--- src/design/ovn_pkg.sv ---
`default_nettype none
package ovn_pkg;

    localparam int COORD_W  = 32;
    localparam int FREQ_W   = 20;
    localparam int SEED_W   = 8;
    localparam int OCT_W    = 4;
    localparam int OUT_W    = 16;
    localparam int INT_BITS = 8;
    localparam int PDATA_W  = 32;
    localparam int PADDR_W  = 4;

    localparam logic [FREQ_W-1:0] FREQ_RESET = FREQ_W'(3277);
    localparam logic [OCT_W-1:0]  OCT_RESET  = OCT_W'(1);

    typedef logic [1:0] t_reg_idx;
    localparam t_reg_idx REG_SEED = 2'd0;
    localparam t_reg_idx REG_FREQ = 2'd1;
    localparam t_reg_idx REG_OCT  = 2'd2;

    localparam logic [7:0] PERM_ROM [256] = '{
        8'd208, 8'd34,  8'd231, 8'd213, 8'd32,  8'd248, 8'd233, 8'd56,
        8'd161, 8'd78,  8'd24,  8'd140, 8'd71,  8'd48,  8'd140, 8'd254,
        8'd245, 8'd255, 8'd247, 8'd247, 8'd40,  8'd185, 8'd248, 8'd251,
        8'd245, 8'd28,  8'd124, 8'd204, 8'd204, 8'd76,  8'd36,  8'd1,
        8'd107, 8'd28,  8'd234, 8'd163, 8'd202, 8'd224, 8'd245, 8'd128,
        8'd167, 8'd204, 8'd9,   8'd92,  8'd217, 8'd54,  8'd239, 8'd174,
        8'd173, 8'd102, 8'd193, 8'd189, 8'd190, 8'd121, 8'd100, 8'd108,
        8'd167, 8'd44,  8'd43,  8'd77,  8'd180, 8'd204, 8'd8,   8'd81,
        8'd70,  8'd223, 8'd11,  8'd38,  8'd24,  8'd254, 8'd210, 8'd210,
        8'd177, 8'd32,  8'd81,  8'd195, 8'd243, 8'd125, 8'd8,   8'd169,
        8'd112, 8'd32,  8'd97,  8'd53,  8'd195, 8'd13,  8'd203, 8'd9,
        8'd47,  8'd104, 8'd125, 8'd117, 8'd114, 8'd124, 8'd165, 8'd203,
        8'd181, 8'd235, 8'd193, 8'd206, 8'd70,  8'd180, 8'd174, 8'd0,
        8'd167, 8'd181, 8'd41,  8'd164, 8'd30,  8'd116, 8'd127, 8'd198,
        8'd245, 8'd146, 8'd87,  8'd224, 8'd149, 8'd206, 8'd57,  8'd4,
        8'd192, 8'd210, 8'd65,  8'd210, 8'd129, 8'd240, 8'd178, 8'd105,
        8'd228, 8'd108, 8'd245, 8'd148, 8'd140, 8'd40,  8'd35,  8'd195,
        8'd38,  8'd58,  8'd65,  8'd207, 8'd215, 8'd253, 8'd65,  8'd85,
        8'd208, 8'd76,  8'd62,  8'd3,   8'd237, 8'd55,  8'd89,  8'd232,
        8'd50,  8'd217, 8'd64,  8'd244, 8'd157, 8'd199, 8'd121, 8'd252,
        8'd90,  8'd17,  8'd212, 8'd203, 8'd149, 8'd152, 8'd140, 8'd187,
        8'd234, 8'd177, 8'd73,  8'd174, 8'd193, 8'd100, 8'd192, 8'd143,
        8'd97,  8'd53,  8'd145, 8'd135, 8'd19,  8'd103, 8'd13,  8'd90,
        8'd135, 8'd151, 8'd199, 8'd91,  8'd239, 8'd247, 8'd33,  8'd39,
        8'd145, 8'd101, 8'd120, 8'd99,  8'd3,   8'd186, 8'd86,  8'd99,
        8'd41,  8'd237, 8'd203, 8'd111, 8'd79,  8'd220, 8'd135, 8'd158,
        8'd42,  8'd30,  8'd154, 8'd120, 8'd67,  8'd87,  8'd167, 8'd135,
        8'd176, 8'd183, 8'd191, 8'd253, 8'd115, 8'd184, 8'd21,  8'd233,
        8'd58,  8'd129, 8'd233, 8'd142, 8'd39,  8'd128, 8'd211, 8'd118,
        8'd137, 8'd139, 8'd255, 8'd114, 8'd20,  8'd218, 8'd113, 8'd154,
        8'd27,  8'd127, 8'd246, 8'd250, 8'd1,   8'd8,   8'd198, 8'd250,
        8'd209, 8'd92,  8'd222, 8'd173, 8'd21,  8'd88,  8'd102, 8'd219
    };

endpackage
`default_nettype wire

--- src/design/ovn_divider.sv ---
`default_nettype none
module ovn_divider
    import ovn_pkg::*;
#(
    parameter int NUM_W = 32,
    parameter int DEN_W = 8
) (
    input  wire               i_clk,
    input  wire               i_en,
    input  wire  [NUM_W-1:0]  i_num,
    input  wire  [DEN_W-1:0]  i_den,
    output logic [NUM_W-1:0]  o_quot
);
    // restoring division, one quotient bit per stage
    logic [DEN_W-1:0] r_rem [NUM_W];
    logic [NUM_W-1:0] r_num [NUM_W];
    logic [NUM_W-1:0] r_q   [NUM_W];

    for (genvar k = 0; k < NUM_W; k++) begin : g_step
        logic [DEN_W-1:0] w_rem_p;
        logic [NUM_W-1:0] w_num_p;
        logic [NUM_W-1:0] w_q_p;
        logic [DEN_W:0]   w_trial;
        logic [DEN_W:0]   w_diff;
        logic             w_ge;

        if (k == 0) begin : g_first
            assign w_rem_p = '0;
            assign w_num_p = i_num;
            assign w_q_p   = '0;
        end else begin : g_next
            assign w_rem_p = r_rem[k-1];
            assign w_num_p = r_num[k-1];
            assign w_q_p   = r_q[k-1];
        end

        assign w_trial = {w_rem_p, w_num_p[NUM_W-1]};
        assign w_ge    = w_trial >= {1'b0, i_den};
        assign w_diff  = w_trial - {1'b0, i_den};

        always_ff @(posedge i_clk) begin
            if (i_en) begin
                r_rem[k] <= w_ge ? w_diff[DEN_W-1:0] : w_trial[DEN_W-1:0];
                r_num[k] <= w_num_p << 1;
                r_q[k]   <= {w_q_p[NUM_W-2:0], w_ge};
            end
        end
    end

    assign o_quot = r_q[NUM_W-1];
endmodule
`default_nettype wire

--- config.mk ---
export PLATFORM = sky130hd
export DESIGN_NAME = ovn_divider
export DESIGN_NICKNAME = d
export VERILOG_FILES = /design/src/design/ovn_pkg.sv /design/src/design/ovn_divider.sv
export SDC_FILE = /design/constraint.sdc
export NUM_CORES = 1
export LEC_CHECK = 0
export BUFFER_PORTS_ARGS = -buffer_cell sky130_fd_sc_hd__clkbuf_2
export CAP_MARGIN = 30
export CORE_UTILIZATION = 54
export CTS_BUF_LIST = sky130_fd_sc_hd__clkbuf_4 sky130_fd_sc_hd__clkbuf_8
export DETAILED_ROUTE_END_ITERATION = 7
export PLACE_DENSITY = 0.75
export SLEW_MARGIN = 20
export SYNTH_ARGS = -nofsm -noshare
export SYNTH_HDL_FRONTEND = slang
export SYNTH_SLANG_ARGS = --single-unit
--- constraint.sdc ---
create_clock -name i_clk -period 3.7 [get_ports i_clk]
set_input_delay 0.74 -clock i_clk [delete_from_list [all_inputs] [get_ports i_clk]]
set_output_delay 0.74 -clock i_clk [all_outputs]
set_load 0.02 [all_outputs]
* Word-level counts from Yosys, hierarchy flattened
Memory sizes are Yosys's and may differ from the RTL's. Index checks and enable logic that the tools add are counted.
Cells by class: add/sub/neg operators 32, multiply operators 0, divide/modulo/power cells 0, order comparisons 32, equal/unequal tests 0, shift-type cells 0, mux-type cells 34, bitwise logic cells 0, reduce and logical (&&, ||, !) cells 0
Operator list (count):
- greater-or-equal comparator 9 x 8 -> 1 bit | 31
- two-way mux 8 bit | 32
- subtractor 8 bit | 31
- greater-or-equal comparator 1 x 8 -> 1 bit | 1
- subtractor 1 x 8 -> 8 bit | 1
- two-way mux 1 bit | 2
Storage, ports and cells: register bits after elaboration 0, bits in latches 0, bits in writable memories 2272, ROM bits 0, input bits 42, output and inout port bits 32, word-level logic and storage cells 101, memories kept 3
Memories:
- r_q | depth 32, width 32, read ports 32, clocked after Yosys merged registers in 0, write ports 32, line ovn_divider.sv:17 | logic [NUM_W-1:0] r_q [NUM_W];
- r_num | depth 32, width 31, read ports 31, clocked after Yosys merged registers in 0, write ports 32, line ovn_divider.sv:16 | logic [NUM_W-1:0] r_num [NUM_W];
- r_rem | depth 32, width 8, read ports 31, clocked after Yosys merged registers in 0, write ports 32, line ovn_divider.sv:15 | logic [DEN_W-1:0] r_rem [NUM_W];

* Depth between registers and ports, before layout
Gate-level depths: netlist (run 1). An unclocked memory read counts as a cell.
depth after elaboration 3, gate-level depth with buffers 9, gate-level depth less buffers 8

* Worst setup path before layout (run 1)
OpenSTA, ideal clock, no wires.
kind in2reg, start in i_den[3], end mem r_rem[27][2], in the netlist r_rem[1][90], data pin, library setup time 0.260 ns, data arrival time 2.847 ns, data required time 3.440 ns, slack 0.593 ns, stages on the path 7, path through inv_1 > ha_1 > a21o_1 > a21oi_4 > o21ai_2 > a41oi_4 > mux2_2
RTL lines:
- from (decl) | line ovn_divider.sv:11 | input wire [DEN_W-1:0] i_den,
- to (decl) | line ovn_divider.sv:15

==> impl_metrics.py, run 1 <==
metrics = {
    "outcome": {
        "status": "finished clean",
    },
    "synthesis": {
        "syn_area_sq_mm": 0.0517,
        "synth_fp_nets": 3410,
        "synth.most_common_cell": "edfxtp_1",
        "syn_avg_cell_area_sq_um": 16.7,
        "synth_cell_types": 67,
        "synth_warnings": 0,
        "synth.top_cells.by_count": "edfxtp_1, ha_1, o21ai_0",
        "ys_seq_area_share_pct": 73.9,
        "synthCells": 3088,
        "async_flop_share_pct": 0,
        "synth_area_leaders": "edfxtp_1, ha_1, o21ai_0, a21oi_1, nand2_1",
        "synth-edff-count": 1272,
        "synth_largest_area_cell": "edfxtp_1",
        "synth_ff_type": "edfxtp_1",
        "ys_seq_elements": 1272,
        "synth.top_cell.area_share_pct": 73.9,
    },
    "grt": {
        "grt_max_degree": 117,
        "grt_pass1_vias": 26200,
        "track_usage_pct": 16.7,
        "antenna_found_initial": 1,
        "grt-ovfl-total": 0,
        "grt_pass1_wl_um": 130000,
    },
    "critical_path": {
        "critPathMaxStageDelay_ns": 0.58,
        "cp-end-kind": "register",
        "rrSetupSlack_ns": 1.39,
        "cp_slowest_cell": "a221oi_4",
        "path_max_fanout": 16,
        "worstSetupStartpointType": "register",
        "cp.arrival_ns": 2.93,
        "setup.worst_path.start": "r_rem[0][13]",
        "crit_buf_inv": 1,
        "timing.rr.start": "r_rem[0][13]",
        "cp_top_family": "compound AO/OA/AOI/OAI gates",
        "cp.required_ns": 4.32,
        "worst-setup-path-type": "reg2reg",
        "critical_path.cell_chain": "ha_1 > and4_1 > and2_1 > a221oi_4 > inv_2 > o22a_1",
    },
    "timing": {
        "setup_violations": 0,
        "finalMaxSlewViolations": 0,
        "fin_worst_skew_ns": 0.0363,
        "fin_setup_tns_ns": 0,
        "fmax_ghz": 0.433,
        "period_share_pct": 62.4,
        "min_period_ns": 2.31,
        "hold_violations": 0,
        "rsz0062_at_grt": "no",
        "slew_headroom_pct": 56.7,
        "worst_slew_pin_slew_ns": 0.649,
    },
    "finish": {
        "syn_to_final_growth_pct": 13.4,
        "fin_cells": 4855,
        "drive_above_1_share_pct": 16.1,
        "nets": 3751,
        "multi_input_comb_area_sq_mm": 0.0129,
        "nFillCells": 6770,
        "seqCellArea_sq_mm": 0.0382,
    },
    "clocking": {
        "htree_levels": 4,
        "numCtsBuffers": 198,
        "cts.sinks": 1272,
        "clk_latency_ns": 0.87,
        "ctsRootBufferMaster": "clkbuf_8",
        "clkTransAtPathRegs_ns": 0.06,
        "tritoncts": "done",
        "clk_path_buf_depth": 3,
        "cts_resized": 0,
    },
    "placed_design": {
        "gp_congestion": 0.808,
        "hpwlAfterDp_um": 47200,
        "place_inst": 4466,
        "port_buffers": 73,
    },
    "floorplanning": {
        "core.rowCount": 113,
        "die_y_um": 311,
        "ios": 74,
        "start_util_pct": 54.5,
        "core_sq_mm": 0.0949,
        "dieArea_sq_mm": 0.0970,
        "die_x_um": 311,
    },
    "route": {
        "ant_nets": 0,
        "drt_wl_total_um": 79500,
        "first_iter_violations": 1755,
        "drc": 0,
        "via_count": 26000,
        "wl_per_cell_um": 16.4,
        "vias_per_cell": 5.35,
        "dr.pass1.iters": 8,
    },
    "power_and_ir_drop": {
        "ir_worst_vdd_mv": 0.418,
        "power.leakage_nw": 21.4,
        "powerDensity_mw_per_mm2": 732,
    },
    "flow_run": {
        "maxCapViolations": 0,
    },
    "min_path": {
        "hold_start": "i_num[18]",
        "hold_class": "in2reg",
    },
}
## area by class of cell
cell class / count / area share, %
Clock buffer: 243 / 5.22
Antenna cell: 2 / 0.00854
Clock inverter: 116 / 1.62
Multi-Input combinational cell: 1661 / 22.0
Tap cell: 1265 / 2.70
Sequential cell: 1272 / 65.1
Timing Repair Buffer: 163 / 2.50
Inverter: 133 / 0.851
## repair_timing
action | CTS | global route
buffers inserted | 0 | 0
hold endpoints to repair | 28 | 0
hold buffers | 28 | 0
setup endpoints to repair | 0 | 0
## worst paths after layout
path	end	cells past startpoint
max	r_rem[0][23]	6
min	r_num[0][18]	1
max reg2reg	r_rem[0][23]	6
min reg2reg	r_num[0][167]	0
## cells in the final DEF, fill, tap and decap left out, drive strengths merged, types with 14 or more instances in the layout
| master | instances |
|---|---|
| a211oi | 30 |
| a21boi | 20 |
| a21o | 51 |
| a21oi | 163 |
| a221oi | 17 |
| a31o | 18 |
| a31oi | 22 |
| and2 | 27 |
| and4 | 18 |
| buf | 63 |
| bufinv | 15 |
| clkbuf | 315 |
| clkinv | 87 |
| dlygate4sd3 | 28 |
| edfxtp | 1272 |
| fa | 30 |
| ha | 250 |
| inv | 140 |
| mux2 | 58 |
| mux2i | 30 |
| nand2 | 171 |
| nand2b | 53 |
| nand3 | 29 |
| nand3b | 18 |
| nor2 | 98 |
| nor2b | 34 |
| nor3 | 28 |
| o21a | 50 |
| o21ai | 207 |
| o31ai | 36 |
| or2 | 14 |
| xnor2 | 45 |
| xor2 | 47 |
## routing by layer
| metal | part of all wire [%] | global-route usage, % | vias up |
|---|---|---|---|
| met5 | 0 | 0 | - |
| met4 | 2.3 | 6.61 | 0 |
| met3 | 3.9 | 3.28 | 162 |
| met2 | 50 | 27.9 | 459 |
| met1 | 44 | 21.5 | 12600 |
| li1 | - | - | 12800 |
## power breakdown
group          internal, W  switching (W)  leakage, nW
Clock              0.00652        0.00527         2.08
Combinational      0.00513        0.00615         6.93
Sequential          0.0189       0.000972         12.4
## through the flow
stage	setup WS [ns]	total power [W]	hold slack, ns	utilization [%]	area [sq um]
2_1_floorplan	0.593	0.0285	0.400	-	51700
3_3_place_gp	0.588	0.0309	0.400	57.3	54300
3_5_place_dp	0.542	0.0313	0.405	57.3	54300
4_1_cts	1.40	0.0433	0.00679	61.8	58600
5_1_grt	1.24	0.0455	0.0345	61.8	58600
6_report	1.39	0.0429	0.102	61.8	58600
## registers in the layout, summed over array words and instances (netlist names)
name   count
r_q      528
r_num    496
r_rem    248
## kinds of logic after synthesis
group / count (synthesis) / share of synthesized area, %
and+or+nand+nor: 533 / 5.22
adders and majority gates: 280 / 7.21
xor gates and xnor gates: 92 / 1.56
muxes: 88 / 1.95
AOI/OAI and AO/OA: 668 / 8.97
DFF: 1272 / 73.9
buffers and inverters: 155 / 1.24
(Power assumes the default switching activity.)
==> run 2: changes to the inputs <==
Settings changed: PLACE_DENSITY 0.75 to 0.78.
Clock period 3.7 ns to 2.08 ns, I/O delays scaled along.
==> impl_metrics.py, run 2 (synthesis results as in run 1) <==
metrics = {
    "outcome": {
        "status": "finished with violations",
        "violations": "setup timing",
    },
    "timing": {
        "hold_violations": 0,
        "setup_slack_ns": -0.0117,
        "slew_headroom_pct": 60.7,
        "rsz0062_at_grt": "yes",
        "worst_slew_pin_slew_ns": 0.589,
        "fin_setup_tns_ns": -0.0314,
        "setup_violations": 3,
        "holdWs_ns": 0.106,
        "period_share_pct": 101,
        "finalMaxSlewViolations": 0,
        "min_period_ns": 2.09,
        "fin_worst_skew_ns": 0.0343,
        "fmax_ghz": 0.478,
    },
    "clocking": {
        "tritoncts": "done",
        "cts.sinks": 1272,
        "clkTransAtPathRegs_ns": 0.06,
        "clk_path_buf_depth": 3,
        "numCtsBuffers": 192,
        "ctsRootBufferMaster": "clkbuf_8",
        "clk_latency_ns": 0.87,
        "htree_levels": 4,
    },
    "critical_path": {
        "timing.rr.start": "r_num[1][154]",
        "cp-end-kind": "register",
        "worst-setup-path-type": "reg2reg",
        "timing.rr.end": "r_rem[1][46]",
        "cp.required_ns": 2.69,
        "path_max_fanout": 7,
        "cp.arrival_ns": 2.70,
        "worstSetupStartpointType": "register",
        "worstRegToRegCells": 7,
        "rrSetupSlack_ns": -0.01,
    },
    "floorplanning": {
        "ios": 74,
        "die_x_um": 311,
        "dieArea_sq_mm": 0.0970,
        "core_sq_mm": 0.0949,
        "die_y_um": 311,
        "start_util_pct": 54.5,
        "core.rowCount": 113,
    },
    "finish": {
        "syn_to_final_growth_pct": 26.0,
        "largest_register": "r_q",
        "drive_above_1_share_pct": 34.7,
        "fin_cells": 5464,
        "nFillCells": 6043,
        "mostFrequentLayoutCells": "edfxtp_1, buf_4, clkbuf_8",
        "largestRegisters": "r_q (528), r_num (496), r_rem (248)",
        "nets": 4377,
        "largest_register_ffs": 528,
        "layout.cells.most_common": "edfxtp_1",
        "stdcell_area_sq_mm": 0.0652,
    },
    "grt": {
        "track_usage_pct": 18.8,
        "antenna_found_initial": 1,
        "gr-usage-met2_pct": 32.2,
        "busiest_layer": "met2",
        "grt_max_degree": 108,
        "globalRouteMet1Util_pct": 23.4,
        "grt_pass1_wl_um": 146000,
        "grt-ovfl-total": 0,
        "met3_usage_pct": 3.45,
        "grt_pass1_vias": 29800,
    },
    "route": {
        "drt_wl_total_um": 92600,
        "first_iter_violations": 2033,
        "dr.pass1.iters": 5,
        "wl_per_cell_um": 16.9,
        "via_count": 29100,
        "vias_per_cell": 5.33,
        "ant_nets": 0,
        "drc": 0,
    },
    "power_and_ir_drop": {
        "powerDensity_mw_per_mm2": 1310,
        "power.leakage_nw": 24.7,
        "ir_worst_vdd_mv": 0.745,
    },
    "flow_run": {
        "maxCapViolations": 0,
    },
    "placed_design": {
        "placed_area_sq_mm": 0.0588,
        "gp_congestion": 0.887,
        "hpwlAfterDp_um": 58700,
        "port_buffers": 73,
        "place_inst": 5014,
    },
    "min_path": {
        "hold_start": "i_den[6]",
        "hold_depth": 4,
        "hold_class": "in2reg",
        "hold_path_end": "r_rem[0][6]",
    },
}
run 2: cell count changes in the layout (fill, tap and decap cells not counted), sizes merged, moves of 5 or more:
cell / change
dlygate4sd3: +5
clkbuf: +13
clkinv: -28
buf: +627
bufinv: -8
run 2: layer usage:
metal  part of all wire (%)  vias up
li1                       -    14000
met1                     42    14200
met2                     51      670
met3                    4.5      234
met4                    3.0        0
met5                      0        -
run 2: how the worst max path moves through the flow:
stage,start,end,slack [ns],cells past startpoint
2_1_floorplan,i_den[3],r_rem[1][90],-0.58,7
3_3_place_gp,i_den[2],r_rem[1][46],-0.59,9
3_5_place_dp,i_den[6],r_rem[1][4],-0.68,10
4_1_cts,r_num[1][340],r_rem[1][91],-0.006,8
5_1_grt,r_num[0][216],r_rem[0][62],-0.1,8
6_report,r_num[1][154],r_rem[1][46],-0.01,7
run 2: report_power, final:
part | total [W] | internal (W) | switching [W]
Clock | 0.0201 | 0.0107 | 0.00937
Sequential | 0.0357 | 0.0336 | 0.00210
Combinational | 0.0295 | 0.0159 | 0.0136
run 2: what timing repair did:
| item | 4_1_cts | 5_1_grt |
|---|---|---|
| hold buffers | 33 | 0 |
| endpoints found under the hold margin | 35 | 0 |
| pin swaps | 22 | 92 |
| endpoints found under the setup margin | 107 | 202 |
| cloned | 0 | 2 |
| gates resized for setup | 69 | 274 |
| buffers inserted | 26 | 52 |
run 2: per-stage QoR:
stage | util [%] | total power (W) | worst slack (ns)
after floorplan | - | 0.0509 | -0.581
after global placement | 61.9 | 0.0603 | -0.590
after detailed placement | 61.9 | 0.0613 | -0.677
after CTS | 66.9 | 0.0829 | -0.00648
after global routing | 68.7 | 0.0902 | -0.0958
final | 68.7 | 0.0853 | -0.0117
run 2: final cells by class:
cell class	instances	area [sq um]	share of cell area, %
clock buffers	256	3120	4.79
diodes	1	2.50	0.00384
inverters	133	524	0.804
flip-flops and latches	1272	38200	58.6
repair buffers	795	6520	10.0
well taps	1265	1580	2.43
multi-input cells	1661	14600	22.3
clock inverters	81	671	1.03
run 2: worst max-delay path, stage by stage, from the launching register on:
cell and delay (ns):
edfxtp_1 0.38, inv_2 0.10, ha_1 0.24, nand2b_1 0.17, a21oi_2 0.18, o21ai_2 0.08
a41oi_4 0.30, mux2_2 0.38
==> run 3: changes to the inputs <==
Settings changed: SETUP_SLACK_MARGIN set to 0.3.
==> impl_metrics.py, run 3 (synthesis results as in run 1) <==
metrics = {
    "power_and_ir_drop": {
        "ir_worst_vdd_mv": 0.918,
        "power.leakage_nw": 26.3,
        "powerDensity_mw_per_mm2": 1400,
    },
    "route": {
        "dr.pass1.iters": 8,
        "via_count": 32200,
        "first_iter_violations": 2777,
        "drc": 0,
        "wl_per_cell_um": 21.6,
        "ant_nets": 0,
        "vias_per_cell": 5.72,
        "drt_wl_total_um": 121000,
    },
    "finish": {
        "largest_register_ffs": 528,
        "syn_to_final_growth_pct": 36.1,
        "nFillCells": 4936,
        "mostFrequentLayoutCells": "edfxtp_1, buf_4, clkbuf_8",
        "nets": 4544,
        "fin_util_pct": 74.2,
        "largest_register": "r_q",
        "layout.cells.most_common": "edfxtp_1",
        "drive_above_1_share_pct": 47.2,
        "largestRegisters": "r_q (528), r_num (496), r_rem (248)",
        "stdcell_area_sq_mm": 0.0704,
    },
    "grt": {
        "antenna_found_initial": 1,
        "grt_pass1_vias": 31400,
        "grt_pass1_wl_um": 158000,
        "grt-ovfl-total": 0,
        "track_usage_pct": 20.5,
        "grt_max_degree": 108,
    },
    "clocking": {
        "numCtsBuffers": 192,
        "tritoncts": "done",
        "cts.sinks": 1272,
        "ctsRootBufferMaster": "clkbuf_8",
        "clkTransAtPathRegs_ns": 0.07,
        "clk_path_buf_depth": 3,
        "clk_latency_ns": 0.90,
        "htree_levels": 4,
    },
    "critical_path": {
        "cp-end-kind": "register",
        "worstRegToRegCells": 7,
        "rrSetupSlack_ns": -0.17,
        "cp.required_ns": 2.69,
        "cp_top_family": "compound AO/OA/AOI/OAI gates",
        "timing.rr.end": "r_rem[1][36]",
        "worst-setup-path-type": "reg2reg",
        "worstSetupStartpointType": "register",
        "timing.rr.start": "r_num[1][123]",
        "cp.arrival_ns": 2.86,
        "critPathMaxStageDelay_ns": 0.65,
        "crit_buf_inv": 1,
        "cp_slowest_cell": "a211oi_1",
        "path_max_fanout": 2,
        "critical_path.cell_chain": "inv_2 > ha_4 > fa_2 > nand2b_4 > nand2b_1 > a211oi_1 > o31ai_4",
    },
    "min_path": {
        "hold_depth": 4,
        "hold_start": "i_den[6]",
        "hold_class": "in2reg",
        "hold_path_end": "r_rem[0][6]",
    },
    "placed_design": {
        "hpwlAfterDp_um": 58700,
        "gp_congestion": 0.887,
        "placed_area_sq_mm": 0.0588,
        "port_buffers": 73,
    },
    "timing": {
        "fin_worst_skew_ns": 0.0344,
        "period_share_pct": 108,
        "setup_violations": 50,
        "min_period_ns": 2.25,
        "setup_slack_ns": -0.170,
        "holdWs_ns": 0.0844,
        "hold_violations": 0,
        "finalMaxSlewViolations": 0,
        "slew_headroom_pct": 50.7,
        "worst_slew_pin_slew_ns": 0.735,
        "fmax_ghz": 0.445,
        "rsz0062_at_grt": "yes",
    },
    "floorplanning": {
        "core.rowCount": 113,
        "die_y_um": 311,
        "core_sq_mm": 0.0949,
        "dieArea_sq_mm": 0.0970,
        "die_x_um": 311,
        "ios": 74,
        "start_util_pct": 54.5,
    },
    "flow_run": {
        "maxCapViolations": 0,
    },
    "outcome": {
        "violations": "setup timing",
        "status": "finished with violations",
    },
}
[run 3: worst reg2reg max path: cells and delay by family, from the launching register on]
family | cells | cell delay (ns)
adders and majority gates | 2 | 0.37
and+or+nand+nor | 2 | 0.21
AOI/OAI and AO/OA | 2 | 0.77
DFF | 1 | 0.48
buffers and inverters | 1 | 0.12
[run 3: power by group]
group / internal, W / switching, W / total [W]
Combinational: 0.0219 / 0.0197 / 0.0417
Clock: 0.0108 / 0.00980 / 0.0206
Sequential: 0.0336 / 0.00258 / 0.0362
[run 3: how the worst max path moves through the flow]
| stage | to | slack [ns] | depth (start not counted) | start |
|---|---|---|---|---|
| CTS | r_rem[1][90] | -0.006 | 8 | r_num[1][340] |
| finish | r_rem[1][36] | -0.17 | 7 | r_num[1][123] |
| global placement | r_rem[1][46] | -0.59 | 9 | i_den[2] |
| detailed placement | r_rem[1][4] | -0.68 | 10 | i_den[6] |
| floorplan | r_rem[1][90] | -0.58 | 7 | i_den[3] |
| global route | r_rem[1][94] | -0.19 | 8 | r_num[1][340] |
[run 3: routing by layer]
| layer | track usage, % | vias up | part of all wire (%) |
|---|---|---|---|
| li1 | - | 14300 | - |
| met1 | 25.2 | 15900 | 37 |
| met2 | 35.4 | 1428 | 52 |
| met3 | 3.49 | 518 | 5.7 |
| met4 | 9.54 | 0 | 5.4 |
| met5 | 0 | - | 0 |
[run 3: what timing repair did]
action | 4_1_cts | 5_1_grt
setup buffers | 116 | 120
hold endpoints to repair | 35 | 0
setup endpoints to repair | 303 | 304
hold buffers | 33 | 0
cloned | 5 | 5
pin swaps | 214 | 253
gates resized for setup | 621 | 558
[run 3: cell type report]
class / count / area [sq um] / share of cell area (%)
diodes: 1 / 2.50 / 0.00356
clock buffers: 256 / 3120 / 4.44
clock inverters: 81 / 671 / 0.953
inverters: 133 / 574 / 0.816
multi-input cells: 1661 / 18000 / 25.6
flip-flops and latches: 1272 / 38200 / 54.3
well taps: 1265 / 1580 / 2.25
repair buffers: 959 / 8200 / 11.6
repair inverters: 3 / 23.8 / 0.0338
[run 3: stage by stage]
stage	cells	total power, W	setup slack [ns]	setup TNS [ns]
floorplan	3088	0.0509	-0.581	-113.81
global placement	5014	0.0603	-0.590	-124.19
detailed placement	5014	0.0613	-0.677	-136.46
CTS	5505	0.0884	-0.00616	-0.0147
global route	5631	0.102	-0.186	-4.09
finish	5631	0.0984	-0.170	-1.98
